==> src/design/rucp_pkg.sv <==
`timescale 1ns / 1ps
// shared types, codes and constants for the rover uart command parser
// no dependencies

package rucp_pkg;

	localparam int LINE_DEPTH_DEF = 16;

	localparam int VALUE_W = 20;
	localparam logic [VALUE_W-1:0] VALUE_LIMIT = {VALUE_W{1'b1}};
	localparam int PROD_W = VALUE_W + 8;

	localparam int BYTE_W = 8;
	localparam int SPEED_W = 16;
	localparam int CFG_W = 16;
	localparam int CFG_IDX_W = 3;

	typedef enum logic [CFG_IDX_W-1:0] {
		CFG_PCT_LOW,
		CFG_PCT_HIGH,
		CFG_PCT_SCALE,
		CFG_PWM_LOW,
		CFG_PWM_HIGH
	} cfg_idx_t;

	typedef enum logic [2:0] {
		DRV_FWD,
		DRV_BACK,
		DRV_LEFT,
		DRV_RIGHT,
		DRV_STOP
	} drive_t;

	localparam logic [BYTE_W-1:0] CH_V     = 8'h56;
	localparam logic [BYTE_W-1:0] CH_COLON = 8'h3A;
	localparam logic [BYTE_W-1:0] CH_F     = 8'h46;
	localparam logic [BYTE_W-1:0] CH_B     = 8'h42;
	localparam logic [BYTE_W-1:0] CH_L     = 8'h4C;
	localparam logic [BYTE_W-1:0] CH_R     = 8'h52;
	localparam logic [BYTE_W-1:0] CH_S     = 8'h53;
	localparam logic [BYTE_W-1:0] CH_P     = 8'h50;
	localparam logic [BYTE_W-1:0] CH_P_LO  = 8'h70;
	localparam logic [BYTE_W-1:0] CH_H     = 8'h48;
	localparam logic [BYTE_W-1:0] CH_H_LO  = 8'h68;
	localparam logic [BYTE_W-1:0] CH_O     = 8'h4F;
	localparam logic [BYTE_W-1:0] CH_O_LO  = 8'h6F;
	localparam logic [BYTE_W-1:0] CH_CR    = 8'h0D;
	localparam logic [BYTE_W-1:0] CH_LF    = 8'h0A;
	localparam logic [BYTE_W-1:0] CH_SP    = 8'h20;
	localparam logic [BYTE_W-1:0] CH_TAB   = 8'h09;
	localparam logic [BYTE_W-1:0] CH_VT    = 8'h0B;
	localparam logic [BYTE_W-1:0] CH_FF    = 8'h0C;
	localparam logic [BYTE_W-1:0] CH_PLUS  = 8'h2B;
	localparam logic [BYTE_W-1:0] CH_MINUS = 8'h2D;
	localparam logic [BYTE_W-1:0] CH_ZERO  = 8'h30;
	localparam logic [BYTE_W-1:0] CH_NINE  = 8'h39;

	typedef enum logic [2:0] {
		ST_IDLE,
		ST_SCAN,
		ST_SCALE,
		ST_CHECK,
		ST_RESULT
	} ctrl_state_t;

	typedef enum logic [1:0] {
		SC_HEAD,
		SC_COLON,
		SC_SPACE,
		SC_DIGIT
	} scan_ph_t;

	typedef struct packed {
		logic take;
		logic step;
		logic scale;
		logic check;
		logic load;
	} rucp_cmd_t;

	typedef struct packed {
		logic line_end;
		logic scan_done;
	} rucp_stat_t;

endpackage

==> src/design/rover_uart_command_parser_core.sv <==
`timescale 1ns / 1ps
// top level of the rover uart command parser: controller plus datapath
// depends on rucp_pkg, rucp_ctrl, rucp_dp
//
//   channel | direction | handshake            | payload
//   input   | in        | in_valid / in_stall   | rx_byte
//   result  | out       | out_valid / out_stall | drive_command .. speed_rejected
//   config  | in        | cfg_we                | cfg_index, cfg_data
//
// a command letter or buffered byte is accepted, then the result is loaded
// a cr or lf walks the stored line one character per cycle through the scanner,
// then percent scaling, window check and result load follow in that order
// one byte at a time; the next byte is taken while the last result still waits
// a stalled result keeps the next result, and so the input, waiting; reset empties the buffer

module rover_uart_command_parser_core import rucp_pkg::*; #(
	parameter int LINE_DEPTH = LINE_DEPTH_DEF
) (
	input  logic                 clk,
	input  logic                 arst_n,
	input  logic                 in_valid,
	output logic                 in_stall,
	input  logic [BYTE_W-1:0]    rx_byte,
	output logic                 out_valid,
	input  logic                 out_stall,
	output logic [2:0]           drive_command,
	output logic                 pid_enabled,
	output logic                 horn_on,
	output logic                 link_online,
	output logic [SPEED_W-1:0]   motor_speed,
	output logic                 motor_refresh,
	output logic                 buzzer_refresh,
	output logic                 speed_applied,
	output logic                 speed_rejected,
	input  logic                 cfg_we,
	input  logic [CFG_IDX_W-1:0] cfg_index,
	input  logic [CFG_W-1:0]     cfg_data
);

	rucp_cmd_t  cmd;
	rucp_stat_t stat;

	rucp_ctrl u_ctrl (
		.clk      (clk),
		.arst_n   (arst_n),
		.in_valid (in_valid),
		.in_stall (in_stall),
		.out_valid(out_valid),
		.out_stall(out_stall),
		.stat     (stat),
		.cmd      (cmd)
	);

	rucp_dp #(
		.LINE_DEPTH(LINE_DEPTH)
	) u_dp (
		.clk           (clk),
		.arst_n        (arst_n),
		.cmd           (cmd),
		.stat          (stat),
		.rx_byte       (rx_byte),
		.cfg_we        (cfg_we),
		.cfg_index     (cfg_index),
		.cfg_data      (cfg_data),
		.drive_command (drive_command),
		.pid_enabled   (pid_enabled),
		.horn_on       (horn_on),
		.link_online   (link_online),
		.motor_speed   (motor_speed),
		.motor_refresh (motor_refresh),
		.buzzer_refresh(buzzer_refresh),
		.speed_applied (speed_applied),
		.speed_rejected(speed_rejected)
	);

endmodule

==> src/design/rucp_ram.sv <==
`timescale 1ns / 1ps
// generic single write port ram with registered read
// no dependencies

module rucp_ram #(
	parameter int WIDTH = 8,
	parameter int DEPTH = 16
) (
	input  logic                     clk,
	input  logic                     we,
	input  logic [$clog2(DEPTH)-1:0] waddr,
	input  logic [WIDTH-1:0]         wdata,
	input  logic [$clog2(DEPTH)-1:0] raddr,
	output logic [WIDTH-1:0]         rdata
);

	logic [WIDTH-1:0] mem_q [DEPTH];
	logic [WIDTH-1:0] rdata_q;

	always_ff @(posedge clk) begin
		if (we) begin
			mem_q[waddr] <= wdata;
		end
		rdata_q <= mem_q[raddr];
	end

	assign rdata = rdata_q;

endmodule

==> src/design/rucp_ctrl.sv <==
`timescale 1ns / 1ps
// control state machine for the command parser
// depends on rucp_pkg

module rucp_ctrl import rucp_pkg::*; (
	input  logic       clk,
	input  logic       arst_n,
	input  logic       in_valid,
	output logic       in_stall,
	output logic       out_valid,
	input  logic       out_stall,
	input  rucp_stat_t stat,
	output rucp_cmd_t  cmd
);

	ctrl_state_t state_q, state_d;
	logic        out_valid_q;
	logic        slot_free;

	assign slot_free = !out_valid_q || !out_stall;

	always_comb begin
		state_d = state_q;
		unique case (state_q)
			ST_IDLE: begin
				if (in_valid) begin
					state_d = stat.line_end ? ST_SCAN : ST_RESULT;
				end
			end
			ST_SCAN: begin
				if (stat.scan_done) begin
					state_d = ST_SCALE;
				end
			end
			ST_SCALE: begin
				state_d = ST_CHECK;
			end
			ST_CHECK: begin
				state_d = ST_RESULT;
			end
			ST_RESULT: begin
				if (slot_free) begin
					state_d = ST_IDLE;
				end
			end
			default: begin
				state_d = ST_IDLE;
			end
		endcase
	end

	always_comb begin
		cmd = '0;
		in_stall = 1'b1;
		unique case (state_q)
			ST_IDLE: begin
				in_stall = 1'b0;
				cmd.take = in_valid;
			end
			ST_SCAN: begin
				cmd.step = 1'b1;
			end
			ST_SCALE: begin
				cmd.scale = 1'b1;
			end
			ST_CHECK: begin
				cmd.check = 1'b1;
			end
			ST_RESULT: begin
				cmd.load = slot_free;
			end
			default: begin
				cmd = '0;
			end
		endcase
	end

	always_ff @(posedge clk or negedge arst_n) begin
		if (!arst_n) begin
			state_q <= ST_IDLE;
			out_valid_q <= 1'b0;
		end else begin
			state_q <= state_d;
			if (cmd.load) begin
				out_valid_q <= 1'b1;
			end else if (!out_stall) begin
				out_valid_q <= 1'b0;
			end
		end
	end

	assign out_valid = out_valid_q;

endmodule

==> src/design/rucp_dp.sv <==
`timescale 1ns / 1ps
// datapath: command state, line buffer, number scanner, speed window checks
// depends on rucp_pkg and rucp_ram

module rucp_dp import rucp_pkg::*; #(
	parameter int LINE_DEPTH = LINE_DEPTH_DEF
) (
	input  logic                 clk,
	input  logic                 arst_n,
	input  rucp_cmd_t            cmd,
	output rucp_stat_t           stat,
	input  logic [BYTE_W-1:0]    rx_byte,
	input  logic                 cfg_we,
	input  logic [CFG_IDX_W-1:0] cfg_index,
	input  logic [CFG_W-1:0]     cfg_data,
	output logic [2:0]           drive_command,
	output logic                 pid_enabled,
	output logic                 horn_on,
	output logic                 link_online,
	output logic [SPEED_W-1:0]   motor_speed,
	output logic                 motor_refresh,
	output logic                 buzzer_refresh,
	output logic                 speed_applied,
	output logic                 speed_rejected
);

	localparam int ADDR_W = $clog2(LINE_DEPTH);
	localparam logic [ADDR_W-1:0] LEN_MAX = ADDR_W'(LINE_DEPTH - 1);

	logic [7:0]         pct_low_q, pct_high_q, pct_scale_q;
	logic [SPEED_W-1:0] pwm_low_q, pwm_high_q;

	logic [ADDR_W-1:0]  len_q;
	logic [2:0]         drive_q;
	logic               pid_q, horn_q, link_q;
	logic [SPEED_W-1:0] speed_q;
	logic               motor_p_q, buzz_p_q, app_p_q, rej_p_q;

	logic [ADDR_W-1:0]  pos_q;
	scan_ph_t           ph_q;
	logic [VALUE_W-1:0] mag_q;
	logic               neg_q, nov_q;
	logic [PROD_W-1:0]  v_q;

	logic [2:0]         drive_o_q;
	logic               pid_o_q, horn_o_q, link_o_q;
	logic [SPEED_W-1:0] speed_o_q;
	logic               motor_o_q, buzz_o_q, app_o_q, rej_o_q;

	logic               line_end, is_letter, ram_we;
	logic [BYTE_W-1:0]  ram_rdata, ch;
	logic [ADDR_W-1:0]  raddr;

	logic               is_ws, is_sign, is_digit;
	logic [3:0]         dig;
	logic [VALUE_W+3:0] acc;
	logic [VALUE_W-1:0] acc_sat;
	scan_ph_t           ph_d;
	logic               consume, done, nov_d, neg_d;
	logic [VALUE_W-1:0] mag_d;
	logic               pct_in, val_ok;

	// input byte classes
	assign line_end = (rx_byte == CH_CR) || (rx_byte == CH_LF);

	always_comb begin
		unique case (rx_byte) inside
			CH_F, CH_B, CH_L, CH_R, CH_S, CH_P, CH_P_LO, CH_H, CH_H_LO, CH_O, CH_O_LO: begin
				is_letter = 1'b1;
			end
			default: begin
				is_letter = 1'b0;
			end
		endcase
	end

	assign ram_we = cmd.take && !is_letter && !line_end && (len_q < LEN_MAX);

	rucp_ram #(
		.WIDTH(BYTE_W),
		.DEPTH(LINE_DEPTH)
	) u_line_ram (
		.clk  (clk),
		.we   (ram_we),
		.waddr(len_q),
		.wdata(rx_byte),
		.raddr(raddr),
		.rdata(ram_rdata)
	);

	// scanner, one stored character per step
	assign ch = (pos_q < len_q) ? ram_rdata : '0;
	assign is_ws = (ch == CH_SP) || (ch == CH_TAB) || (ch == CH_VT) || (ch == CH_FF)
		|| (ch == CH_CR) || (ch == CH_LF);
	assign is_sign = (ch == CH_PLUS) || (ch == CH_MINUS);
	assign is_digit = (ch >= CH_ZERO) && (ch <= CH_NINE);
	assign dig = ch[3:0];
	assign acc = {1'b0, mag_q, 3'b000} + {3'b000, mag_q, 1'b0} + {{VALUE_W{1'b0}}, dig};
	assign acc_sat = (acc > {4'b0000, VALUE_LIMIT}) ? VALUE_LIMIT : acc[VALUE_W-1:0];

	always_comb begin
		ph_d = ph_q;
		consume = 1'b0;
		done = 1'b0;
		nov_d = nov_q;
		neg_d = neg_q;
		mag_d = mag_q;
		if (ph_q == SC_HEAD) begin
			if (ch == CH_V) begin
				ph_d = SC_COLON;
				consume = 1'b1;
			end else begin
				nov_d = 1'b1;
				done = 1'b1;
			end
		end else if (ph_q == SC_DIGIT) begin
			if (is_digit) begin
				mag_d = acc_sat;
				consume = 1'b1;
			end else begin
				done = 1'b1;
			end
		end else if ((ph_q == SC_COLON) && (ch == CH_COLON)) begin
			ph_d = SC_SPACE;
			consume = 1'b1;
		end else if (is_ws) begin
			ph_d = SC_SPACE;
			consume = 1'b1;
		end else if (is_sign) begin
			neg_d = (ch == CH_MINUS);
			ph_d = SC_DIGIT;
			consume = 1'b1;
		end else if (is_digit) begin
			mag_d = {{(VALUE_W-4){1'b0}}, dig};
			ph_d = SC_DIGIT;
			consume = 1'b1;
		end else begin
			done = 1'b1;
		end
	end

	always_comb begin
		if (cmd.take) begin
			raddr = '0;
		end else if (cmd.step && consume) begin
			raddr = pos_q + ADDR_W'(1);
		end else begin
			raddr = pos_q;
		end
	end

	assign stat.line_end = line_end;
	assign stat.scan_done = done;

	assign pct_in = (mag_q >= {{(VALUE_W-8){1'b0}}, pct_low_q})
		&& (mag_q <= {{(VALUE_W-8){1'b0}}, pct_high_q});
	assign val_ok = !(neg_q && (mag_q != '0))
		&& (v_q >= {{(PROD_W-SPEED_W){1'b0}}, pwm_low_q})
		&& (v_q <= {{(PROD_W-SPEED_W){1'b0}}, pwm_high_q});

	always_ff @(posedge clk) begin
		pos_q <= raddr;
		if (cmd.take) begin
			ph_q <= SC_HEAD;
			mag_q <= '0;
			neg_q <= 1'b0;
			nov_q <= 1'b0;
		end else if (cmd.step) begin
			ph_q <= ph_d;
			mag_q <= mag_d;
			neg_q <= neg_d;
			nov_q <= nov_d;
		end
		if (cmd.scale) begin
			v_q <= pct_in ? PROD_W'(mag_q * pct_scale_q) : {8'h00, mag_q};
		end
		if (cmd.load) begin
			drive_o_q <= drive_q;
			pid_o_q <= pid_q;
			horn_o_q <= horn_q;
			link_o_q <= link_q;
			speed_o_q <= speed_q;
			motor_o_q <= motor_p_q;
			buzz_o_q <= buzz_p_q;
			app_o_q <= app_p_q;
			rej_o_q <= rej_p_q;
		end
	end

	always_ff @(posedge clk or negedge arst_n) begin
		if (!arst_n) begin
			pct_low_q <= 8'd0;
			pct_high_q <= 8'd100;
			pct_scale_q <= 8'd10;
			pwm_low_q <= 16'd0;
			pwm_high_q <= 16'd1000;
			len_q <= '0;
			drive_q <= DRV_STOP;
			pid_q <= 1'b0;
			horn_q <= 1'b0;
			link_q <= 1'b0;
			speed_q <= '0;
			motor_p_q <= 1'b0;
			buzz_p_q <= 1'b0;
			app_p_q <= 1'b0;
			rej_p_q <= 1'b0;
		end else begin
			if (cfg_we) begin
				unique case (cfg_idx_t'(cfg_index))
					CFG_PCT_LOW:   pct_low_q <= cfg_data[7:0];
					CFG_PCT_HIGH:  pct_high_q <= cfg_data[7:0];
					CFG_PCT_SCALE: pct_scale_q <= cfg_data[7:0];
					CFG_PWM_LOW:   pwm_low_q <= cfg_data[SPEED_W-1:0];
					CFG_PWM_HIGH:  pwm_high_q <= cfg_data[SPEED_W-1:0];
					default: begin
					end
				endcase
			end
			if (cmd.take) begin
				motor_p_q <= !pid_q && ((rx_byte == CH_F) || (rx_byte == CH_B)
					|| (rx_byte == CH_L) || (rx_byte == CH_R) || (rx_byte == CH_S));
				buzz_p_q <= (rx_byte == CH_S) || (rx_byte == CH_H) || (rx_byte == CH_H_LO);
				app_p_q <= 1'b0;
				rej_p_q <= 1'b0;
				unique case (rx_byte) inside
					CH_F, CH_B, CH_L, CH_R: begin
						if (rx_byte == CH_F) begin
							drive_q <= DRV_FWD;
						end else if (rx_byte == CH_B) begin
							drive_q <= DRV_BACK;
						end else if (rx_byte == CH_L) begin
							drive_q <= DRV_LEFT;
						end else begin
							drive_q <= DRV_RIGHT;
						end
						len_q <= '0;
					end
					CH_S: begin
						drive_q <= DRV_STOP;
						horn_q <= 1'b0;
						len_q <= '0;
					end
					CH_P, CH_P_LO: begin
						pid_q <= (rx_byte == CH_P);
						len_q <= '0;
					end
					CH_H, CH_H_LO: begin
						horn_q <= (rx_byte == CH_H);
						len_q <= '0;
					end
					CH_O, CH_O_LO: begin
						link_q <= (rx_byte == CH_O);
						len_q <= '0;
					end
					CH_CR, CH_LF: begin
						len_q <= len_q;
					end
					default: begin
						if (len_q < LEN_MAX) begin
							len_q <= len_q + ADDR_W'(1);
						end else begin
							len_q <= '0;
						end
					end
				endcase
			end
			if (cmd.check) begin
				len_q <= '0;
				if (!nov_q) begin
					if (val_ok) begin
						speed_q <= v_q[SPEED_W-1:0];
						app_p_q <= 1'b1;
						motor_p_q <= !pid_q;
					end else begin
						rej_p_q <= 1'b1;
					end
				end
			end
		end
	end

	assign drive_command = drive_o_q;
	assign pid_enabled = pid_o_q;
	assign horn_on = horn_o_q;
	assign link_online = link_o_q;
	assign motor_speed = speed_o_q;
	assign motor_refresh = motor_o_q;
	assign buzzer_refresh = buzz_o_q;
	assign speed_applied = app_o_q;
	assign speed_rejected = rej_o_q;

endmodule

==> config.mk <==
export PLATFORM = sky130hd
export DESIGN_NAME = rover_uart_command_parser_core
export DESIGN_NICKNAME = d
export VERILOG_FILES = /design/src/design/rucp_pkg.sv /design/src/design/rover_uart_command_parser_core.sv /design/src/design/rucp_ram.sv /design/src/design/rucp_ctrl.sv /design/src/design/rucp_dp.sv
export SDC_FILE = /design/constraint.sdc
export NUM_CORES = 1
export LEC_CHECK = 0
export BUFFER_PORTS_ARGS = -buffer_cell sky130_fd_sc_hd__buf_2
export CAP_MARGIN = 20
export CORE_ASPECT_RATIO = 0.8
export CORE_MARGIN = 2
export CORE_UTILIZATION = 35
export DETAILED_ROUTE_END_ITERATION = 10
export PLACE_DENSITY = 0.52
export SLEW_MARGIN = 20
export SYNTH_ARGS = -nofsm -noshare
export SYNTH_HDL_FRONTEND = slang
export SYNTH_HIERARCHICAL = 1
export SYNTH_SLANG_ARGS = --single-unit
export TNS_END_PERCENT = 20
==> constraint.sdc <==
create_clock -name clk -period 5.3 [get_ports clk]
set_clock_uncertainty 0.2 [all_clocks]
set_input_delay 0.265 -clock clk [delete_from_list [all_inputs] [get_ports clk]]
set_output_delay 0.265 -clock clk [all_outputs]
set_load 0.005 [all_outputs]
==> flow_summary_export.csv <==
group,metric,value,unit
run_status,status,"finished clean",
worst_setup_path,critPathMaxFanout,8,
synth,syn-cell-area,19500,µm²
sta,max_freq,0.195,GHz
floorplan,die_h,215,µm
synth,synthCells,1706,
min_path,hp-class,"in2reg",
synth,synth_seq_cells,308,
cells_and_area,area_growth_syn_to_layout,16.6,%
global_routing,grt_pass1_wl,76300,µm
placement,post_dp_cell_area,21100,µm²
clock_network,cts_tree,"done",
clock_network,clock_latency,0.55,ns
drt,drc_errors,0,
placement,place_hpwl,35300,µm
drt,ant_nets,0,
cells_and_area,postLayoutCoreUtil,41.2,%
cells_and_area,num-fill-cells,5247,
clock_network,root_buffer,"clkbuf_16",
global_routing,grt_max_degree,48,
worst_setup_path,cp_slowest_cell,"dfstp_2",
synth,synth.distinct_cells,93,
floorplan,boundaryPins,60,
clock_network,cts.sink_count,308,
floorplan,die_area,57700,µm²
cells_and_area,nets,2122,
clock_network,clockBufferDepth,3,
clock_network,ctsHtreeMaxLevel,2,
power,power_density,297,nW/µm²
floorplan,core-area,55200,µm²
worst_setup_path,crit_family,"adder cells",
run,cap_violations,0,
synth,async_flop_share,29.2,%
drt,vias,13122,
worst_setup_path,crit_arrival,5.31,ns
synth,ys_warn_count,6,
global_routing,overflow,0,
worst_setup_path,max_stage_delay,0.61,ns
worst_setup_path,cp_cell_sequence,"and2_1 -> fa_1 -> fa_1 -> fa_1 -> fa_1 -> ha_1 -> o21a_1 -> o211a_1 -> o21ai_2 -> a211oi_2 -> buf_4 -> a21oi_4 -> nor3_2 -> or3_1 -> a21bo_1 -> a21oi_1",
floorplan,initial_core_util,35.4,%
synth,syn_area_per_cell,11.4,µm²
drt,drt_iter0_markers,780,
sta,period_needed,5.14,ns
drt,dr.pass1.iters,7,
sta,report.final.slew_viol_count,0,
sta,setup_violations,0,
clock_network,path_clk_slew,0.06,ns
sta,hold_violations,0,
synth,syn-num-nets,1988,
drt,drt-total-wl,47200,µm
synth,yosysSeqAreaShare,43.3,%
placement,port_buffers,59,
synth,ys.flop_type,"edfxtp_1",
worst_setup_path,crit_type,"reg2reg",
power,peakVddDrop,193,µV
worst_setup_path,crit_path_start_kind,"flip-flop",
synth,synth_edf_count,182,
sta,worstMarginPinSlew,1.05,ns
sta,period_share,96.9,%
cells_and_area,final_common_cell,"edfxtp_1",
floorplan,fp.dieW,268,µm
sta,max_slew_margin,30.0,%
power,leakage,10.0,nW
global_routing,grt_pass1_vias,13772,
placement,gp_congestion,0.831,
clock_network,cts_buffers,35,
cells_and_area,final_cell_mix,"edfxtp_1, inv_1, nand2_1",
worst_setup_path,worstPathRequired,5.47,ns
drt,wire_per_inst,18.0,µm
floorplan,rows,77,
global_routing,gr-usage-all-layers,16.7,%
global_routing,antenna_found_initial,0,
worst_setup_path,setup.worst_path.end_class,"flip-flop",
cells_and_area,stdcell_area,22800,µm²
worst_setup_path,path_buf_inv,1,
worst_setup_path,crit_top_cell,"fa_1",
cells_and_area,layout-drive-gt1-share,18.4,%
sta,rsz0062_at_grt,"yes",
drt,vias_per_cell,5.01,
path summary, 6_finish.rpt:
path / from / end / slack (ns) / depth (start not counted)
worst max-delay path: u_dp/pct_scale_q[3] / u_dp/v_q[24] / 0.16 / 16
worst min-delay path: cfg_index[0] / u_dp/pct_low_q[2] / 0.01 / 3
worst max register to register: u_dp/pct_scale_q[3] / u_dp/v_q[24] / 0.16 / 16
worst min register to register: u_dp/speed_q[12] / u_dp/motor_speed[12] / 0.24 / 0
max in group asynchronous: arst_n / u_dp/pct_scale_q[5] / 3.70 / 3
min in group asynchronous: arst_n / u_dp/pct_high_q[4] / 0.08 / 2
logic make-up (layout without fill, tap and decap cells):
| group | count (synthesis) | count (layout) | synth area share (%) |
|---|---|---|---|
| DFF | 308 | 308 | 43.3 |
| muxes | 84 | 84 | 6.94 |
| and+or+nand+nor | 469 | 469 | 12.2 |
| other | 0 | 1 | 0 |
| adders and majority gates | 251 | 251 | 20.3 |
| AOI/OAI and AO/OA | 300 | 300 | 10.0 |
| buffers and inverters | 254 | 415 | 5.43 |
| xor gates and xnor gates | 40 | 40 | 1.79 |
worst min-delay path, stage by stage:
cell     delay, ns
buf_2         0.17
nor4b_4       0.12
o21ai_0       0.15
cell usage after synthesis (all sizes together), types with 13 or more instances:
cell    count  area [µm²]
o21ai      89         445
nor4       13        96.3
buf        22         171
a21oi      80         453
xor2       17         149
edfxtp    182        5470
nand4      17         113
a22oi      16         120
mux4       32         773
a21o       36         270
nand2b     14        87.6
nor3       23         131
nor2       74         288
dfrtp      78        1950
nand3      18        90.1
fa        110        2200
inv       178         668
mux2       49         552
nand2     176         663
clkbuf     51         191
ha        140        1750
xnor2      23         201
dfxtp      36         721
and2       77         485
per-layer routing:
layer | up-vias | GRT usage [%] | wire length [µm]
met5 | - | 0 | 0
met4 | 0 | 3.33 | 617
met3 | 47 | 2.66 | 2020
met2 | 234 | 25.8 | 20600
met1 | 6597 | 24.9 | 23900
li1 | 6244 | - | -
metrics by stage:
stage                     TNS [ns]  cells  power [mW]  setup WS, ns  hold slack, ns
final                            0   2618        6.77         0.162          0.0119
after global routing        -0.135   2617        7.12       -0.0598          0.0251
after CTS                  -0.0374   2614        6.85       -0.0299         0.00604
after detailed placement    -0.381   2523        4.32        -0.109           0.133
after global placement      -0.198   2522        4.27        -0.139           0.124
after floorplan                  0   1706        3.81         0.158          -0.231
power breakdown:
part / switching [mW] / internal [mW]
Sequential: 0.176 / 2.91
Clock: 0.986 / 1.50
Combinational: 0.731 / 0.459
Total: 1.89 / 4.88
registers in the layout, summed over array words and instances (netlist names), 3 cells and up:
signal / count
u_dp/u_line_ram/mem_q: 128
u_dp/v_q: 28
u_dp/mag_q: 20
u_dp/motor_speed: 16
u_dp/pwm_high_q: 16
u_dp/pwm_low_q: 16
u_dp/speed_q: 16
u_dp/pct_high_q: 8
u_dp/pct_low_q: 8
u_dp/pct_scale_q: 8
u_dp/u_line_ram/rdata: 8
u_dp/len_q: 4
u_dp/pos_q: 4
u_ctrl/state_q: 3
u_dp/drive_command: 3
u_dp/drive_q: 3
layout make-up:
| cell class | count | area [µm²] | share of cell area [%] |
|---|---|---|---|
| antenna | 1 | 2.50 | 0.0110 |
| tap | 750 | 938 | 4.12 |
| multi-input combinational | 1144 | 10300 | 45.0 |
| inverter | 178 | 668 | 2.93 |
| sequential | 308 | 8460 | 37.2 |
| timing repair buffer | 173 | 1260 | 5.54 |
| clock buffer | 47 | 982 | 4.31 |
| clock inverter | 17 | 201 | 0.885 |
timing repair:
item | CTS | global route
endpoints found under the setup margin | 7 | 10
pin swaps | 2 | 25
gates resized for setup | 5 | 35
hold endpoints to repair | 163 | 0
hold buffers | 27 | 0
setup buffers | 0 | 3
Power figures use the tool's default switching activity.
